[src/sv/frame_bitmap_region_marker_macros.svh]
// Assertion macros shared by the frame bitmap region marker RTL.
`ifndef FRAME_BITMAP_REGION_MARKER_MACROS_SVH
`define FRAME_BITMAP_REGION_MARKER_MACROS_SVH

// Same-cycle implication, held off during reset
`define FBRM_ASSERT_IMP(lbl, clk, rstn, ante, cons, msg) \
    lbl: assert property (@(posedge clk) disable iff (!(rstn)) (ante) |-> (cons)) \
        else $error(msg);

// Next-cycle implication, held off during reset
`define FBRM_ASSERT_NXT(lbl, clk, rstn, ante, cons, msg) \
    lbl: assert property (@(posedge clk) disable iff (!(rstn)) (ante) |=> (cons)) \
        else $error(msg);

`endif

[src/sv/fbrm_pkg.sv]
// Shared types, codes and constants for the frame bitmap region marker.
`timescale 1ns / 1ps
`default_nettype none
package fbrm_pkg;

    localparam int MAX_FRAMES_DEF = 65536;

    localparam int ADDR_W      = 32;
    localparam int COUNT_W     = 17;
    localparam int OP_W        = 2;
    localparam int PAGE_SHIFT  = 12;
    // frame number from a 32-bit address, plus one bit to hold the frame limit
    localparam int FRAME_NUM_W = ADDR_W - PAGE_SHIFT + 1;
    localparam int WORD_W      = 8;
    localparam int BIT_IDX_W   = 3;
    localparam int WORD_IDX_W  = FRAME_NUM_W - BIT_IDX_W;

    localparam logic [ADDR_W-1:0]  PAGE_MASK = 32'h0000_0FFF;
    localparam logic [WORD_W-1:0]  WORD_FULL = 8'hFF;
    localparam logic [COUNT_W-1:0] COUNT_MAX = 17'h1FFFF;

    // Input opcodes
    localparam logic [OP_W-1:0] OP_RESET     = 2'd0;
    localparam logic [OP_W-1:0] OP_MARK_USED = 2'd1;
    localparam logic [OP_W-1:0] OP_MARK_FREE = 2'd2;

    // Command kinds handed from front to back
    typedef logic [1:0] t_cmd_kind;
    localparam t_cmd_kind CMD_NOP  = 2'd0;
    localparam t_cmd_kind CMD_FILL = 2'd1;
    localparam t_cmd_kind CMD_SET  = 2'd2;
    localparam t_cmd_kind CMD_CLR  = 2'd3;

    typedef struct packed {
        t_cmd_kind              kind;
        logic [WORD_IDX_W-1:0]  first_word;
        logic [WORD_IDX_W-1:0]  last_word;
        logic [BIT_IDX_W-1:0]   lo_bit;
        logic [BIT_IDX_W-1:0]   hi_bit;
        logic [COUNT_W-1:0]     lim;
    } t_cmd;

endpackage
`default_nettype wire

[src/sv/fbrm_front.sv]
// Front end: aligns the byte region and turns an operation into a word-range command.
`timescale 1ns / 1ps
`default_nettype none
module fbrm_front #(
    parameter int MAX_FRAMES = fbrm_pkg::MAX_FRAMES_DEF
) (
    input  wire logic [fbrm_pkg::OP_W-1:0]    i_opcode,
    input  wire logic [fbrm_pkg::ADDR_W-1:0]  i_start_address,
    input  wire logic [fbrm_pkg::ADDR_W-1:0]  i_region_length,
    input  wire logic [fbrm_pkg::COUNT_W-1:0] i_total_frame_count,
    output fbrm_pkg::t_cmd                    o_cmd
);
    import fbrm_pkg::*;

    localparam logic [FRAME_NUM_W-1:0] MaxFr = FRAME_NUM_W'(MAX_FRAMES);

    logic [ADDR_W-1:0]      end_byte;
    logic [ADDR_W-1:0]      rs_used, re_used, rs_free, re_free;
    logic [FRAME_NUM_W-1:0] first_fr, last_fr, total_fr, lim_fr, stop_fr, stop_m1;
    logic                   walk;

    // Align region ends; the end address wraps modulo 2^32
    assign end_byte = i_start_address + i_region_length;
    assign rs_used  = i_start_address & ~PAGE_MASK;
    assign re_used  = (end_byte + PAGE_MASK) & ~PAGE_MASK;
    assign rs_free  = (i_start_address + PAGE_MASK) & ~PAGE_MASK;
    assign re_free  = end_byte & ~PAGE_MASK;

    // Pick frame bounds for the operation
    always_comb begin
        if (i_opcode == OP_MARK_FREE) begin
            first_fr = {1'b0, rs_free[ADDR_W-1:PAGE_SHIFT]};
            last_fr  = {1'b0, re_free[ADDR_W-1:PAGE_SHIFT]};
        end else begin
            first_fr = {1'b0, rs_used[ADDR_W-1:PAGE_SHIFT]};
            last_fr  = {1'b0, re_used[ADDR_W-1:PAGE_SHIFT]};
        end
    end

    // Clamp to the managed frame count
    assign total_fr = FRAME_NUM_W'(i_total_frame_count);
    assign lim_fr   = (total_fr > MaxFr) ? MaxFr : total_fr;
    assign stop_fr  = (last_fr < lim_fr) ? last_fr : lim_fr;
    assign walk     = first_fr < stop_fr;
    assign stop_m1  = stop_fr - FRAME_NUM_W'(1);

    // Build the command
    always_comb begin
        o_cmd.first_word = first_fr[FRAME_NUM_W-1:BIT_IDX_W];
        o_cmd.last_word  = stop_m1[FRAME_NUM_W-1:BIT_IDX_W];
        o_cmd.lo_bit     = first_fr[BIT_IDX_W-1:0];
        o_cmd.hi_bit     = stop_m1[BIT_IDX_W-1:0];
        o_cmd.lim        = lim_fr[COUNT_W-1:0];
        unique case (i_opcode)
            OP_RESET:     o_cmd.kind = CMD_FILL;
            OP_MARK_USED: o_cmd.kind = walk ? CMD_SET : CMD_NOP;
            OP_MARK_FREE: o_cmd.kind = walk ? CMD_CLR : CMD_NOP;
            default:      o_cmd.kind = CMD_NOP;
        endcase
    end

endmodule
`default_nettype wire

[config.mk]
export PLATFORM = sky130hd
export DESIGN_NAME = fbrm_front
export DESIGN_NICKNAME = d
export VERILOG_FILES = /design/src/sv/frame_bitmap_region_marker_macros.svh /design/src/sv/fbrm_pkg.sv /design/src/sv/fbrm_front.sv
export SDC_FILE = /design/constraint.sdc
export NUM_CORES = 1
export LEC_CHECK = 0
export ABC_AREA = 1
export BUFFER_PORTS_ARGS = -buffer_cell sky130_fd_sc_hd__buf_2
export CAP_MARGIN = 30
export CORE_MARGIN = 10
export CORE_UTILIZATION = 55
export DETAILED_ROUTE_END_ITERATION = 16
export PLACE_DENSITY_LB_ADDON = 0.25
export SETUP_SLACK_MARGIN = 0.3
export SLEW_MARGIN = 30
export SYNTH_ARGS = -nofsm -noshare
export SYNTH_HDL_FRONTEND = slang
export SYNTH_SLANG_ARGS = --single-unit
[constraint.sdc]
create_clock -name vclk -period 7.61
set_input_delay 0.3805 -clock vclk [all_inputs]
set_output_delay 0.3805 -clock vclk [all_outputs]
set_load 0.005 [all_outputs]
==> metrics, run 1 <==
status finished, final reports clean; Slowest-stage cell, CP fa_1; fraction of layout cells with a size suffix above 1 0.188; die outline width 119 um; setup violators final 0; Distinct cells, synth 47; site row count 35; setup tns final 0 ns; DRC viols 0; Synth warnings 0; initial antenna violation count 0; total die area 0.0141 mm^2; Worst setup EP type primary output; Placer Congestion 1.03; WL/cell 13.2 um; Post-CTS Hold Buffers 0; worst-path maximum fanout 24; fin. max-slew vios 0; hold-critical path depth 2; clkbuf count 0; Core Region 0.00933 mm^2; Final ANT Viol Nets 0; maximum operating frequency 0.150 GHz; placed cell areas roughly 0.0062 mm^2; Worst EP required 7.23 ns; Design Area, Final 0.00617 mm^2; via-per-instance ratio 5.14; CP peak stage delay 0.47 ns; power per cell area ~90 mW/mm^2; crit path launch type primary input; Slew @ Worst Pin 0.594 ns; Post-Route WL 17.4 mm; LEAKAGE 3.89 nW; post-cts repair resize count 0; pin count of the biggest net entering global routing 25; Mapped Cells between 1k and 1.5k; Syn Area/Cell 5.09 um^2; Max VDD drop 0.0369 mV; MaxCap Viol Count 0; NumNets Final 1,334; FF+latch count 0; Initial Util 0.573; setup repair bufs after CTS 0; initial drt markers 455; drt pass-1 iters 5; # diodes 0; synthesized area 0.00534 mm^2; Die Y 119 um; IO Count 144; number of global-route vias before repair 6,262; Port-buffer cells 143; detailed placement HPWL around 16 mm; worst min-delay path category in2out; total track usage 0.230; Fin. Hold Viols 0; Final Critical Period 6.68 ns; P&R area growth vs syn 15.6%; Max-slew headroom 0.600; register area 0 um^2; sequential-to-total area share from yosys stat 0; via count 6,769; critical path arrival 6.30 ns; RSZ-0062 raised after global routing no; fin crit share 0.878; Top cell by count, worst path nand2_1; first-pass GRT wire length 28.6 mm; grt total ovfl 0; crit path kind in2out
layer usage:
metal	GRT usage	up-vias	wire length, um
met4	0.0374	0	327
met3	0.0214	29	1030
met2	0.419	243	8260
met1	0.288	2928	7790
met5	0	-	0
li1	-	3569	-
Yosys cell counts, types with 4 or more instances:
cell type	n	area (um^2)
o21ai_2	5	43.8
inv_1	180	676
nor2_1	112	420
nor2_4	6	67.6
xnor2_1	6	52.6
a21oi_1	31	155
nor2_2	12	75.1
ha_1	59	738
o21bai_1	6	45.0
nand2_1	379	1420
inv_2	17	63.8
xor2_1	30	263
nor3_1	10	50.1
nor4_1	7	43.8
nand3b_1	11	82.6
nand4_1	22	138
o21ai_0	16	80.1
nor3_2	6	60.1
o21ai_1	4	20.0
nand3_1	73	365
nand2_2	20	125
worst paths after layout:
kind	startpoint	to	slack, ns
worst max-delay path	i_start_address[0]	o_cmd[59]	0.93
worst min-delay path	i_total_frame_count[16]	o_cmd[16]	0.98
cell type report:
cell class / instances / area [um^2]
multi-input combinational: 847 / 4550
fill: 1011 / 3150
inverter: 199 / 747
timing repair buffer: 143 / 716
tap: 129 / 161
cell usage in the layout, fill, tap and decap left out, types with 2 or more instances in the layout:
cell type | synthesis | final
nand4_1 | 22 | 22
xor2_1 | 30 | 30
nand2_2 | 20 | 20
a21o_1 | 3 | 3
conb_1 | 2 | 4
inv_2 | 17 | 17
nor2_4 | 6 | 6
o21ai_0 | 16 | 16
nor3_1 | 10 | 10
o21ai_2 | 5 | 5
xnor2_1 | 6 | 6
inv_1 | 180 | 180
nand2_4 | 3 | 3
nor2_1 | 112 | 112
nand3b_1 | 11 | 11
clkinv_1 | 2 | 2
and2_1 | 2 | 2
o21bai_1 | 6 | 6
buf_2 | 1 | 143
nand3_1 | 73 | 73
nand3_2 | 3 | 3
o21ai_1 | 4 | 4
nand2_1 | 379 | 379
ha_1 | 59 | 59
a31oi_1 | 3 | 3
nor4_1 | 7 | 7
nor3_2 | 6 | 6
a21oi_1 | 31 | 31
nor2_2 | 12 | 12
per-stage QoR:
step                instances  power, mW  utilization  hold WS [ns]  setup slack, ns
finish                   1318      0.548        0.662         0.981            0.931
global route             1318      0.623        0.662         0.991            0.341
CTS                      1318      0.543        0.662         0.980            0.972
detailed placement       1318      0.541        0.662         0.980            0.995
global placement         1318      0.536        0.662         0.982             1.12
floorplan                1052      0.392            -         0.831             2.21
logic make-up after synthesis:
group | after synthesis | share of synthesized area
adders and majority gates | 60 | 0.142
AOI/OAI and AO/OA | 75 | 0.0862
buffers and inverters | 205 | 0.149
and+or+nand+nor | 672 | 0.562
other | 2 | 0.00141
xor gates and xnor gates | 36 | 0.0590
critical path, delay by kind of cell:
kind / cells / cell delay [ns]
xor gates and xnor gates: 1 / 0.15
and+or+nand+nor: 27 / 3.30
adders and majority gates: 4 / 1.33
AOI/OAI and AO/OA: 1 / 0.31
buffers and inverters: 7 / 0.83
power breakdown:
part / internal, mW / switching, mW / total, mW
logic: 0.196 / 0.352 / 0.548
registers: 0 / 0 / 0
clock network: 0 / 0 / 0
Power figures use the tool's default switching activity.
==> run 2: changes to the inputs <==
--- a/config.mk
+++ b/config.mk
@@ -6,11 +6,11 @@
 export NUM_CORES = 1
 export LEC_CHECK = 0
 export ABC_AREA = 1
-export BUFFER_PORTS_ARGS = -buffer_cell sky130_fd_sc_hd__buf_2
 export CAP_MARGIN = 30
 export CORE_MARGIN = 10
 export CORE_UTILIZATION = 55
 export DETAILED_ROUTE_END_ITERATION = 16
+export DONT_BUFFER_PORTS = 1
 export PLACE_DENSITY_LB_ADDON = 0.25
 export SETUP_SLACK_MARGIN = 0.3
 export SLEW_MARGIN = 30
==> run 2 against run 1 <==
  * Flip-flop and latch count did not move
  * Sequential share of layout area did not move
  * Highest routed layer unchanged
  * Die area unchanged
  * Largest cell class unchanged
  * Critical path type unchanged
  * Core utilization shrank 7.7 points
==> metrics, run 2 (synthesis results as in run 1) <==
status finished, final reports clean; placed cell areas 0.00546 mm^2; total die area ~0.014 mm^2; Multi-input gate area 0.00455 mm^2; Post-Route WL 16.7 mm; setup repair bufs after CTS 0; setup tns final 0 ns; MaxCap Viol Count 0; Worst setup EP type primary output; commonest non-fill, non-tap cell in the layout nand2_1; Port-buffer cells 0; Top cell by count, worst path nand2_1; critical path arrival roughly 6 ns; Fin. Hold Viols 0; drt pass-1 iters 5; hold-critical path depth 0; Core Region 0.00933 mm^2; initial antenna violation count 0; grt total ovfl 0; fraction of layout cells with a size suffix above 1 0.0765; power per cell area ~90 mW/mm^2; Slew @ Worst Pin between 0.5 and 0.6 ns; hold slack 0.761 ns; Initial Util 0.573; Post-Route Utilization 0.585; clkbuf count 0; fin. max-slew vios 0; detailed placement HPWL 15.1 mm; crit path kind in2out; Fillers just over 1k; WL/cell 14.3 um; register area 0 um^2; IO Count 144; most frequent cells in the layout nand2_1, inv_1, nor2_1; Final ANT Viol Nets 0; # diodes 0; Slowest-stage cell, CP fa_1; Post-CTS Hold Buffers 0; Design Area, Final roughly 0.0055 mm^2; DRC viols 0; total track usage 0.219; via-per-instance ratio between 5 and 6; via count 6,223; P&R area growth vs syn 2.20%; Placer Congestion 0.980; FF+latch count 0; Final Critical Period 6.38 ns; initial drt markers 324; crit path launch type primary input; number of global-route vias before repair 5,706; NumNets Final between 1k and 1.5k; fin crit share 0.838; maximum operating frequency 0.157 GHz; final std cells w/o fill ~1.2k; Worst EP required 7.23 ns; setup violators final 0; worst-path maximum fanout 24; RSZ-0062 raised after global routing no; pin count of the biggest net entering global routing 25; Die Y about 120 um; Max VDD drop 0.0451 mV; CP peak stage delay 0.46 ns; Max-slew headroom 0.619; die outline width 119 um; site row count 35; LEAKAGE 3.29 nW; worst min-delay path category in2out; post-cts repair resize count 0; dpl cells 1,175; first-pass GRT wire length 27.0 mm
==> run 2: cell types whose count changed in the layout (fill, tap and decap cells not counted) <==
cell,delta
buf_2,-143
==> run 2: final cells by class <==
class | instances | area share
multi-input cells | 847 | 0.834
inverters | 199 | 0.137
well taps | 129 | 0.0296
==> run 2: final timing paths <==
path / from / endpoint
worst max-delay path: i_start_address[0] / o_cmd[59]
worst min-delay path: i_total_frame_count[16] / o_cmd[16]
==> run 2: critical path: cells and delay by family <==
family,cells,cell delay [ns]
simple gates,27,3.22
fa+ha+maj,4,1.29
compound gates,1,0.31
buf+inv,5,0.60
xor+xnor,1,0.16
==> run 2: routing by layer <==
| layer | up-vias | global-route usage | wire length, um | share of wire |
|---|---|---|---|---|
| met4 | 0 | 0.0473 | 398 | 0.024 |
| met5 | - | 0 | 0 | 0 |
| met2 | 218 | 0.398 | 7990 | 0.48 |
| met3 | 26 | 0.0333 | 1220 | 0.073 |
| li1 | 3273 | - | - | - |
| met1 | 2706 | 0.263 | 7140 | 0.43 |
==> run 2: stage by stage <==
stage	worst slack, ns	power (mW)
final	1.23	0.489
after global routing	0.563	0.557
after CTS	1.21	0.486
after detailed placement	1.22	0.484
after global placement	1.38	0.480
after floorplan	2.21	0.392
==> run 2: where the power goes <==
part	internal, mW	switching [mW]
combinational	0.162	0.327
sequential	0	0
clock	0	0
