--- config.mk ---
export PLATFORM = sky130hd
export DESIGN_NAME = fbrm_queue
export DESIGN_NICKNAME = d
export VERILOG_FILES = /design/src/sv/frame_bitmap_region_marker_macros.svh /design/src/sv/fbrm_pkg.sv /design/src/sv/fbrm_queue.sv
export SDC_FILE = /design/constraint.sdc
export NUM_CORES = 1
export LEC_CHECK = 0
export BUFFER_PORTS_ARGS = -buffer_cell sky130_fd_sc_hd__buf_2
export CAP_MARGIN = 20
export CORE_ASPECT_RATIO = 2
export CORE_MARGIN = 8
export CORE_UTILIZATION = 45
export DETAILED_ROUTE_END_ITERATION = 10
export PLACE_DENSITY = 0.7
export SETUP_SLACK_MARGIN = 0.1
export SLEW_MARGIN = 20
export SYNTH_ARGS = -nofsm -noshare
export SYNTH_HDL_FRONTEND = slang
export SYNTH_SLANG_ARGS = --single-unit
--- constraint.sdc ---
create_clock -name i_clk -period 3.5 [get_ports i_clk]
set_input_delay 0 -clock i_clk [delete_from_list [all_inputs] [get_ports i_clk]]
set_output_delay 0 -clock i_clk [all_outputs]
set_load 0.05 [all_outputs]
--- src/sv/frame_bitmap_region_marker_macros.svh ---
// Assertion macros shared by the frame bitmap region marker RTL.
`ifndef FRAME_BITMAP_REGION_MARKER_MACROS_SVH
`define FRAME_BITMAP_REGION_MARKER_MACROS_SVH

// Same-cycle implication, held off during reset
`define FBRM_ASSERT_IMP(lbl, clk, rstn, ante, cons, msg) \
    lbl: assert property (@(posedge clk) disable iff (!(rstn)) (ante) |-> (cons)) \
        else $error(msg);

// Next-cycle implication, held off during reset
`define FBRM_ASSERT_NXT(lbl, clk, rstn, ante, cons, msg) \
    lbl: assert property (@(posedge clk) disable iff (!(rstn)) (ante) |=> (cons)) \
        else $error(msg);

`endif

--- src/sv/fbrm_pkg.sv ---
// Shared types, codes and constants for the frame bitmap region marker.
`timescale 1ns / 1ps
`default_nettype none
package fbrm_pkg;

    localparam int MAX_FRAMES_DEF = 65536;

    localparam int ADDR_W      = 32;
    localparam int COUNT_W     = 17;
    localparam int OP_W        = 2;
    localparam int PAGE_SHIFT  = 12;
    // frame number from a 32-bit address, plus one bit to hold the frame limit
    localparam int FRAME_NUM_W = ADDR_W - PAGE_SHIFT + 1;
    localparam int WORD_W      = 8;
    localparam int BIT_IDX_W   = 3;
    localparam int WORD_IDX_W  = FRAME_NUM_W - BIT_IDX_W;

    localparam logic [ADDR_W-1:0]  PAGE_MASK = 32'h0000_0FFF;
    localparam logic [WORD_W-1:0]  WORD_FULL = 8'hFF;
    localparam logic [COUNT_W-1:0] COUNT_MAX = 17'h1FFFF;

    // Input opcodes
    localparam logic [OP_W-1:0] OP_RESET     = 2'd0;
    localparam logic [OP_W-1:0] OP_MARK_USED = 2'd1;
    localparam logic [OP_W-1:0] OP_MARK_FREE = 2'd2;

    // Command kinds handed from front to back
    typedef logic [1:0] t_cmd_kind;
    localparam t_cmd_kind CMD_NOP  = 2'd0;
    localparam t_cmd_kind CMD_FILL = 2'd1;
    localparam t_cmd_kind CMD_SET  = 2'd2;
    localparam t_cmd_kind CMD_CLR  = 2'd3;

    typedef struct packed {
        t_cmd_kind              kind;
        logic [WORD_IDX_W-1:0]  first_word;
        logic [WORD_IDX_W-1:0]  last_word;
        logic [BIT_IDX_W-1:0]   lo_bit;
        logic [BIT_IDX_W-1:0]   hi_bit;
        logic [COUNT_W-1:0]     lim;
    } t_cmd;

endpackage
`default_nettype wire

--- src/sv/fbrm_queue.sv ---
// Two-entry command queue between the front end and the back end.
`timescale 1ns / 1ps
`default_nettype none
module fbrm_queue (
    input  wire logic           i_clk,
    input  wire logic           i_rst_n,
    input  wire logic           i_push,
    input  wire fbrm_pkg::t_cmd i_cmd,
    input  wire logic           i_pop,
    output logic                o_full,
    output logic                o_valid,
    output fbrm_pkg::t_cmd      o_cmd
);
    import fbrm_pkg::*;

    t_cmd       r_mem [2];
    logic       r_wptr, r_rptr;
    logic [1:0] r_count;
    logic [1:0] n_count;

    assign o_full  = r_count == 2'd2;
    assign o_valid = r_count != 2'd0;
    assign o_cmd   = r_mem[r_rptr];

    // Track fill level
    always_comb begin
        n_count = r_count;
        if (i_push && !i_pop) begin
            n_count = r_count + 2'd1;
        end else if (i_pop && !i_push) begin
            n_count = r_count - 2'd1;
        end
    end

    // Advance pointers
    always_ff @(posedge i_clk) begin
        if (!i_rst_n) begin
            r_wptr  <= 1'b0;
            r_rptr  <= 1'b0;
            r_count <= 2'd0;
        end else begin
            r_count <= n_count;
            if (i_push) begin
                r_wptr <= ~r_wptr;
            end
            if (i_pop) begin
                r_rptr <= ~r_rptr;
            end
        end
    end

    // Store entries
    always_ff @(posedge i_clk) begin
        if (i_push) begin
            r_mem[r_wptr] <= i_cmd;
        end
    end

endmodule
`default_nettype wire

==> results of run 1 <==
-- per-layer routing --
| metal | wire (um) | share of wire | up-vias |
|---|---|---|---|
| li1 | - | - | 1259 |
| met1 | 3280 | 0.33 | 1287 |
| met2 | 5830 | 0.59 | 94 |
| met3 | 575 | 0.058 | 15 |
| met4 | 183 | 0.019 | 0 |
| met5 | 0 | 0 | - |
-- cell usage after synthesis --
cell type | number | share of area
edfxtp_1 | 122 | 0.79
mux2_2 | 61 | 0.15
buf_6 | 6 | 0.015
dfxtp_1 | 5 | 0.022
and2_1 | 4 | 0.0054
nor2b_1 | 2 | 0.0027
xor2_1 | 2 | 0.0038
a21boi_1 | 1 | 0.0016
and2b_2 | 1 | 0.0019
buf_2 | 1 | 0.0011
ha_1 | 1 | 0.0027
inv_1 | 1 | 0.00081
o21a_1 | 1 | 0.0016
o21ai_0 | 1 | 0.0011
or2_2 | 1 | 0.0013
or3_1 | 1 | 0.0013
xnor2_1 | 1 | 0.0019
-- metrics by stage --
step / area, um^2 / power (W)
5_1_grt: 6740 / 0.00451
3_5_place_dp: 5430 / 0.00240
6_report: 6740 / 0.00437
4_1_cts: 6740 / 0.00441
2_1_floorplan: 4650 / 0.00225
3_3_place_gp: 5430 / 0.00239
-- worst max-delay path by stage --
stage	end	depth (start not counted)	from
2_1_floorplan	r_mem[0][0]$_DFFE_PP_	1	r_wptr$_SDFFE_PN0P_
3_5_place_dp	r_mem[0][33]$_DFFE_PP_	2	r_wptr$_SDFFE_PN0P_
5_1_grt	r_wptr$_SDFFE_PN0P_	4	r_wptr$_SDFFE_PN0P_
6_report	r_wptr$_SDFFE_PN0P_	4	r_wptr$_SDFFE_PN0P_
3_3_place_gp	r_mem[0][33]$_DFFE_PP_	2	r_wptr$_SDFFE_PN0P_
4_1_cts	r_wptr$_SDFFE_PN0P_	4	r_wptr$_SDFFE_PN0P_
-- worst max-delay path, stage by stage, from the launching register on --
cell and delay, ns:
dfxtp_1 0.34, nor2b_4 0.63, buf_12 0.33, o21a_1 0.15, dlygate4sd3_1 0.54
-- flip-flops by register name, indices dropped and copies added (netlist names), named ones only --
name,cells
r_count,2
r_rptr,1
r_mem,122
r_wptr,1
-- cell type report --
cell class                 instances  area share
clock inverter                    14      0.0358
inverter                           1    0.000557
tap                              135      0.0251
multi-input combinational         77       0.121
sequential                       127       0.559
timing repair buffer             195       0.196
clock buffer                      17      0.0632
-- cells by family (layout without fill, tap and decap cells) --
| group | Yosys count | count (layout) | share of synthesized area |
|---|---|---|---|
| flops | 127 | 127 | 0.810 |
| mux | 61 | 61 | 0.148 |
| simple gates | 9 | 9 | 0.0127 |
| buf+inv | 8 | 227 | 0.0164 |
| compound gates | 3 | 3 | 0.00431 |
| xor+xnor | 3 | 3 | 0.00566 |
| fa+ha+maj | 1 | 1 | 0.00269 |
-- placed cells by master, fill, tap and decap left out --
cell type and instances:
xor2_1 2, clkinvlp_4 1, o21ai_0 1, and2b_2 1, dfxtp_1 4, edfxtp_1 122
clkinv_2 2, or3_1 1, xnor2_1 1, bufinv_16 6, clkbuf_16 17, and2_2 1
ha_1 1, o21a_1 1, inv_1 1, buf_12 1, buf_2 127, and2_1 3
mux2_2 61, nor2b_4 1, a21boi_1 1, buf_4 3, dlygate4sd3_1 64, nor2b_1 1
dfxtp_2 1, clkinv_4 5, or2_2 1
-- power groups by stage --
stage | combinational (W) | clock [W] | sequential, W
detailed placement | 0.000580 | 0 | 0.00182
global route | 0.000665 | 0.00205 | 0.00179
finish | 0.000634 | 0.00195 | 0.00179
CTS | 0.000641 | 0.00199 | 0.00179
global placement | 0.000575 | 0 | 0.00181
floorplan | 0.000447 | 0 | 0.00180
-- what timing repair did --
action,4_1_cts,5_1_grt
endpoints found under the hold margin,127,0
resized for setup,0,0
hold buffers,64,0
==> metrics.cfg, run 1 <==
[worst_setup_path]
r2r_end = r_wptr$_SDFFE_PN0P_
r2r_start = r_wptr$_SDFFE_PN0P_
criticalPathCategory = flip-flop to flip-flop
cp.required_ns = 3.84
rrSetupSlack_ns = 1.45
ff2ff_path_depth = 4
cp_max_fo = 38
critPathCaptureType = flip-flop
start_kind = flip-flop
crit_arrival_ns = 2.40

[sta]
hold_viol_final = 0
relSlewSlack = 0.445
drv_slew = 0
tightestPinTransition_ns = 0.833
setup_ws_ns = 1.45
rsz0062_at_grt = false
period_needed_ns = 2.05
holdWs_ns = 0.159
post-route-period-util = 0.586
setup_viol = 0
fmax_mhz = 487
fin_skew_ns = 0.00648
fin_setup_tns_ns = 0

[min_path]
min_delay_worst_endpoint = r_count[1]$_SDFFE_PN0P_
min_from = i_push
holdPathStages = 4
hold_path_class = input port to flip-flop

[synth]
synth_cell_types = 17
syn_avg_cell_area_um2 = 21.9
synth_area_um2 = 4640
synth-seq-cells = 127
syn_nets = 278
ys_seq_area_frac = 0.810
synth_cells = 212
yosys_warnings = 0

[finish]
area.sequential_um2 = 3760
final_util = 0.668
fill_cells = 677
diodes = 0
drive_gt1_frac = 0.529
nNetsFinal = 485
layoutNonFillerInstCount = 566
syn_to_final_growth_pct = 45.0
multi_input_area_um2 = 813

[floorplan]
coreArea_um2 = 10100
die_w_um = 87.8
num_rows = 52
die_y_um = 160
num_io_pins = 128
fp.dieArea_um2 = 14000
start_util = 0.461

[routing]
ant_nets = 0
drc = 0
via_count = 2655
drtPass1Iterations = 6
totalWireLength_um = 9870
first_iter_violations = 111
wire_per_inst_um = 17.4
viasPerCell = 4.69

[placement]
dp_hpwl_um = 6420
io_buffers = 127
placed_cells = 471
place_congestion = 0.785
place_ws_ns = 1.85

[global_routing]
met3_usage = 0.0540
grt_usage = 0.149
grt_pass1_wl_um = 15100
gr-total-overflow = 0
grt_max_degree = 62
top_usage_layer = met2
use_met1 = 0.127
grt_pass1_vias = 3074
antenna_found_initial = 0
grt_use_met2 = 0.282

[clock_tree]
cts_root_buffer = clkbuf_16
h-tree-depth = 4
clock_sink_count = 127
max-clock-path-buffers = 2
clock_latency_ns = 0.40
cts_buffers = 17
cts_tree = done
post-cts-setup-buffers = 0
clk_pin_slew_ns = 0.06

[status]
outcome = finished, final reports clean

[pwr]
p_per_area_nw_per_um2 = 648
ir_worst_vdd_uv = 529
switching_power_w = 0.00106
power_frac_seq = 0.409
p_sw_frac = 0.243
power.clock.fraction = 0.446
power.leakage_nw = 2.60
combPwrFrac = 0.145
p_int_w = 0.00330

[run]
maxCapViolations = 0

Note: power is estimated with default switching activity, not from simulation.
==> inputs of run 2 (changes only) <==
Settings changed: PLACE_DENSITY 0.7 to 0.67.
Clock period 3.5 ns to 1.9 ns, I/O delays scaled along.
==> run 2 against run 1 <==
Compared with the run above:
- via count decreased by 0.87%
- flip-flop and latch count unchanged
- clock power up 48%
==> metrics.cfg, run 2 (same netlist as run 1, synthesis figures left out) <==
[status]
outcome = finished, final reports clean

[worst_setup_path]
crit_slowest_cell = mux2_2
critPathCaptureType = output port
path_buf_inv = 2  ; unchanged
critPathMaxStageDelay_ns = 0.40  ; -0.23 ns
crit_family = buffers and inverters
path_cells = buf_12 -> mux2_2 -> buf_2
r2r_start = r_wptr$_SDFFE_PN0P_
cp.required_ns = 1.90  ; -1.94 ns
crit_arrival_ns = 1.67  ; -0.73 ns
cp_max_fo = 61  ; +61%
criticalPathCategory = flip-flop to output port
start_kind = flip-flop

[placement]
io_buffers = 127  ; unchanged
place_congestion = 0.709  ; -9.7%
dp_hpwl_um = 5990  ; -6.8%
placed_cells = 471  ; unchanged
post_dp_cell_area_um2 = 5440  ; +0.23%

[sta]
fin_setup_tns_ns = 0  ; unchanged
rsz0062_at_grt = false
post-route-period-util = 0.879
setup_viol = 0  ; unchanged
hold_viol_final = 0  ; unchanged
tightestPinTransition_ns = 0.480  ; -0.353 ns
fmax_mhz = 599
relSlewSlack = 0.680  ; +0.236
drv_slew = 0  ; unchanged
fin_skew_ns = 0.00352  ; -0.00296 ns
period_needed_ns = 1.67

[finish]
layout_common_cells = buf_2 (127), edfxtp_1 (122), dlygate4sd3_1 (64)
largest-register = r_mem
syn_to_final_growth_pct = 42.5
top_regs = r_mem (122), r_count (2)
fill_cells = 713  ; +5.3%
layoutNonFillerInstCount = 566  ; unchanged
nNetsFinal = 485  ; unchanged
largest_reg_flops = 122  ; unchanged
mostFrequentLayoutCell = buf_2
final_cell_area_um2 = 6620  ; -1.8%
drive_gt1_frac = 0.509  ; -0.0197

[floorplan]
die_y_um = 160  ; unchanged
coreArea_um2 = 10100  ; unchanged
fp.dieArea_um2 = 14000  ; unchanged
die_w_um = 87.8  ; unchanged
start_util = 0.461  ; unchanged
num_io_pins = 128  ; unchanged
num_rows = 52  ; unchanged

[global_routing]
grt_pass1_wl_um = 14400  ; -5.2%
antenna_found_initial = 1  ; +1
grt_pass1_vias = 2991  ; -2.7%
grt_usage = 0.142  ; -0.00748
gr-total-overflow = 0  ; unchanged
grt_max_degree = 62  ; unchanged

[routing]
first_iter_violations = 138  ; +24%
drc = 0  ; unchanged
totalWireLength_um = 9330  ; -5.4%
via_count = 2632  ; -0.87%
ant_nets = 0  ; unchanged
drtPass1Iterations = 4  ; -2
wire_per_inst_um = 16.5  ; -5.4%
viasPerCell = 4.65  ; -0.87%

[clock_tree]
cts_root_buffer = clkbuf_16
cts_resized = 0  ; unchanged
cts_tree = done
clock_latency_ns = 0.40  ; about the same
max-clock-path-buffers = 2  ; unchanged
clock_sink_count = 127  ; unchanged
cts_buffers = 17  ; unchanged
h-tree-depth = 4  ; unchanged
clk_pin_slew_ns = 0.05  ; about the same

[run]
maxCapViolations = 0  ; unchanged

[pwr]
finalPower_w = 0.00735  ; +68%
p_per_area_nw_per_um2 = 1110  ; +71%
power.leakage_nw = 2.54  ; -2.4%
ir_worst_vdd_uv = 701  ; +33%

[min_path]
min_from = i_push
hold_path_class = input port to flip-flop

run 2: cell types whose count changed in the layout (fill, tap and decap cells not counted), sizes merged:
cell,change
bufinv,-4
clkinv,+1
diode,+1
clkbuf,+2
run 2: report_power, final:
part	switching, W	internal, W	leakage (nW)
registers	0.0000371	0.00324	1.19
clock network	0.00102	0.00187	0.258
logic	0.000779	0.000398	1.09
total	0.00184	0.00551	2.54
run 2: worst reg2reg max path: cells and delay by family (launching register included):
kind / cells / cell delay [ns]
buffers and inverters: 2 / 0.87
flip-flops: 1 / 0.33
AO/OA/AOI/OAI: 1 / 0.18
AND/OR/NAND/NOR: 1 / 0.12
run 2: area by class of cell:
| type | count | area [um^2] | share of cell area |
|---|---|---|---|
| clock buffers | 19 | 433 | 0.0654 |
| inverters | 1 | 3.75 | 0.000567 |
| repair buffers | 195 | 1330 | 0.201 |
| clock inverters | 11 | 100 | 0.0151 |
| well taps | 135 | 169 | 0.0255 |
| flip-flops and latches | 127 | 3760 | 0.569 |
| diodes | 1 | 2.50 | 0.000378 |
| multi-input cells | 77 | 813 | 0.123 |
run 2: routing by layer:
metal  part of all wire  up-vias  GRT usage
li1                   -     1247          -
met1               0.34     1277      0.124
met4              0.036        0      0.106
met2               0.57       82      0.255
met3              0.053       26     0.0422
met5                  0        -          0
run 2: stage by stage:
step	hold WS, ns	utilization	worst slack (ns)
finish	0.127	0.656	0.230
detailed placement	0.191	0.540	0.634
CTS	0.107	0.656	0.192
global placement	0.187	0.540	0.636
global route	0.155	0.656	0.170
floorplan	0.0989	-	0.233
run 2: timing repair:
action,in CTS,in global routing
setup endpoints to repair,0,0
hold endpoints to repair,127,0
hold buffers,64,0
buffers inserted,0,0
run 2: final timing paths:
check / to / slack [ns] / depth (start not counted)
worst max register to register: r_wptr$_SDFFE_PN0P_ / 0.34 / 4
worst min register to register: r_count[1]$_SDFFE_PN0P_ / 0.49 / 2
worst min-delay path: r_count[1]$_SDFFE_PN0P_ / 0.13 / 4
worst max-delay path: o_cmd[10] / 0.23 / 3
==> inputs of run 3 (changes only) <==
Settings changed: GPL_TIMING_DRIVEN from default to 0.
Clock period 1.9 ns to 1.64 ns, I/O delays scaled along.
==> run 3 against run 2 <==
Compared with the run above:
- worst setup slack got worse by 0.15 ns
- critical path depth rose by 1
- power up 25%
- flip-flop and latch count stayed put
- clock skew rose by 0.00078 ns
- via count rose by 4.7%
- clock-buffer cell count up 3
- global-route usage is 1.3 points higher
- critical path type unchanged
==> metrics.cfg, run 3 (same netlist as run 1, synthesis figures left out) <==
[clock_tree]
clk_pin_slew_ns = 0.05  ; about the same
cts_root_buffer = clkbuf_16
cts_tree = done
clock_latency_ns = 0.40  ; about the same
clock_sink_count = 127  ; unchanged
cts_buffers = 17  ; unchanged
h-tree-depth = 4  ; unchanged
max-clock-path-buffers = 2  ; unchanged

[placement]
place_congestion = 0.694  ; -2.1%
place_ws_ns = 0.208  ; -0.426 ns
io_buffers = 127  ; unchanged
dp_hpwl_um = 6630  ; +11%
placed_cells = 477  ; +1.3%

[sta]
relSlewSlack = 0.688  ; +0.00766
holdWs_ns = 0.319  ; +0.192 ns
setup_viol = 0  ; unchanged
tightestPinTransition_ns = 0.467  ; -0.0125 ns
post-route-period-util = 0.951
fin_setup_tns_ns = 0  ; unchanged
setup_ws_ns = 0.0798  ; -0.150 ns
rsz0062_at_grt = true
drv_slew = 0  ; unchanged
period_needed_ns = 1.56
hold_viol_final = 0  ; unchanged
fmax_mhz = 641
fin_skew_ns = 0.00430  ; +0.000782 ns

[routing]
ant_nets = 0  ; unchanged
viasPerCell = 4.78  ; +2.7%
wire_per_inst_um = 18.8  ; +14%
via_count = 2756  ; +4.7%
totalWireLength_um = 10800  ; +16%
drc = 0  ; unchanged
drtPass1Iterations = 4  ; unchanged
first_iter_violations = 88  ; -36%

[worst_setup_path]
cp.required_ns = 1.64  ; -0.26 ns
critPathCaptureType = output port
start_kind = flip-flop
cp_max_fo = 10  ; -84%
criticalPathCategory = flip-flop to output port
crit_arrival_ns = 1.56  ; -0.11 ns
ff2ff_path_depth = 2  ; -2

[pwr]
power.leakage_nw = 2.87  ; +13%
p_per_area_nw_per_um2 = 1240  ; +12%
ir_worst_vdd_uv = 987  ; +41%
finalPower_w = 0.00919  ; +25%

[finish]
largest-register = r_mem
layout_common_cells = edfxtp_1 (122), buf_2 (66), dlygate4sd3_1 (64)
mostFrequentLayoutCell = edfxtp_1
fill_cells = 601  ; -16%
syn_to_final_growth_pct = 59.5
nNetsFinal = 495  ; +2.1%
layoutNonFillerInstCount = 577  ; +1.9%
largest_reg_flops = 122  ; unchanged
top_regs = r_mem (122), r_count (2)
drive_gt1_frac = 0.522  ; +0.0122

[floorplan]
start_util = 0.461  ; unchanged
die_y_um = 160  ; unchanged
coreArea_um2 = 10100  ; unchanged
num_rows = 52  ; unchanged
num_io_pins = 128  ; unchanged
die_w_um = 87.8  ; unchanged
fp.dieArea_um2 = 14000  ; unchanged

[global_routing]
gr-total-overflow = 0  ; unchanged
grt_pass1_vias = 3145  ; +5.1%
grt_max_degree = 34  ; -45%
grt_pass1_wl_um = 15800  ; +10%
grt_usage = 0.154  ; +0.0125
antenna_found_initial = 1  ; unchanged

[min_path]
holdPathStages = 2  ; -2
hold_path_class = input port to flip-flop

[run]
maxCapViolations = 0  ; unchanged

[status]
outcome = finished, final reports clean

==> run 3: changes by cell type in the layout (fill, tap and decap cells not counted), moves of 8 or more <==
| cell | previous run | this run |
|---|---|---|
| mux2_4 | 0 | 19 |
| buf_8 | 0 | 19 |
| mux2_2 | 61 | 42 |
| buf_2 | 127 | 66 |
| buf_12 | 2 | 10 |
| buf_6 | 0 | 42 |
==> run 3: through the flow <==
step                area, um^2  utilization
floorplan                 4650            -
global placement          5460        0.541
detailed placement        5520        0.547
CTS                       7000        0.694
global route              7410        0.734
finish                    7410        0.734
==> run 3: worst paths after layout <==
kind / start / endpoint / slack, ns
worst min-delay path: i_cmd[7] / r_mem[1][7]$_DFFE_PP_ / 0.32
worst min register to register: r_count[1]$_SDFFE_PN0P_ / r_count[1]$_SDFFE_PN0P_ / 0.54
worst max register to register: r_wptr$_SDFFE_PN0P_ / r_mem[1][22]$_DFFE_PP_ / 0.24
worst max-delay path: flip-flop / o_cmd[4] / 0.08
==> run 3: layout make-up <==
class | instances | area (um^2) | area share
Inverter | 1 | 3.75 | 0.000507
Sequential cell | 127 | 3770 | 0.509
Antenna cell | 1 | 2.50 | 0.000338
Clock buffer | 22 | 444 | 0.0600
Buffer | 7 | 140 | 0.0189
Tap cell | 135 | 169 | 0.0228
Multi-Input combinational cell | 77 | 886 | 0.120
Clock inverter | 9 | 118 | 0.0159
Timing Repair Buffer | 198 | 1870 | 0.253
==> run 3: critical path: stages, from the launching register on <==
cell and delay, ns:
dfxtp_4 0.37, buf_12 0.14, buf_12 0.14, mux2_2 0.35, buf_6 0.16
==> run 3: what timing repair did <==
| action | in CTS | in global routing |
|---|---|---|
| endpoints found under the setup margin | 61 | 61 |
| cloned | 1 | 2 |
| gates resized for setup | 86 | 93 |
| endpoints found under the hold margin | 127 | 0 |
| hold buffers | 64 | 0 |
| setup buffers | 1 | 0 |
==> run 3: where the power goes <==
part	internal, W	switching, W
logic	0.000818	0.00100
registers	0.00375	0.0000504
clock network	0.00235	0.00122
==> run 3: routing by layer <==
metal,global-route usage,vias up,part of all wire
met5,0,-,0
met4,0.0860,0,0.028
met3,0.0576,22,0.054
met2,0.285,91,0.58
met1,0.133,1370,0.34
li1,-,1273,-
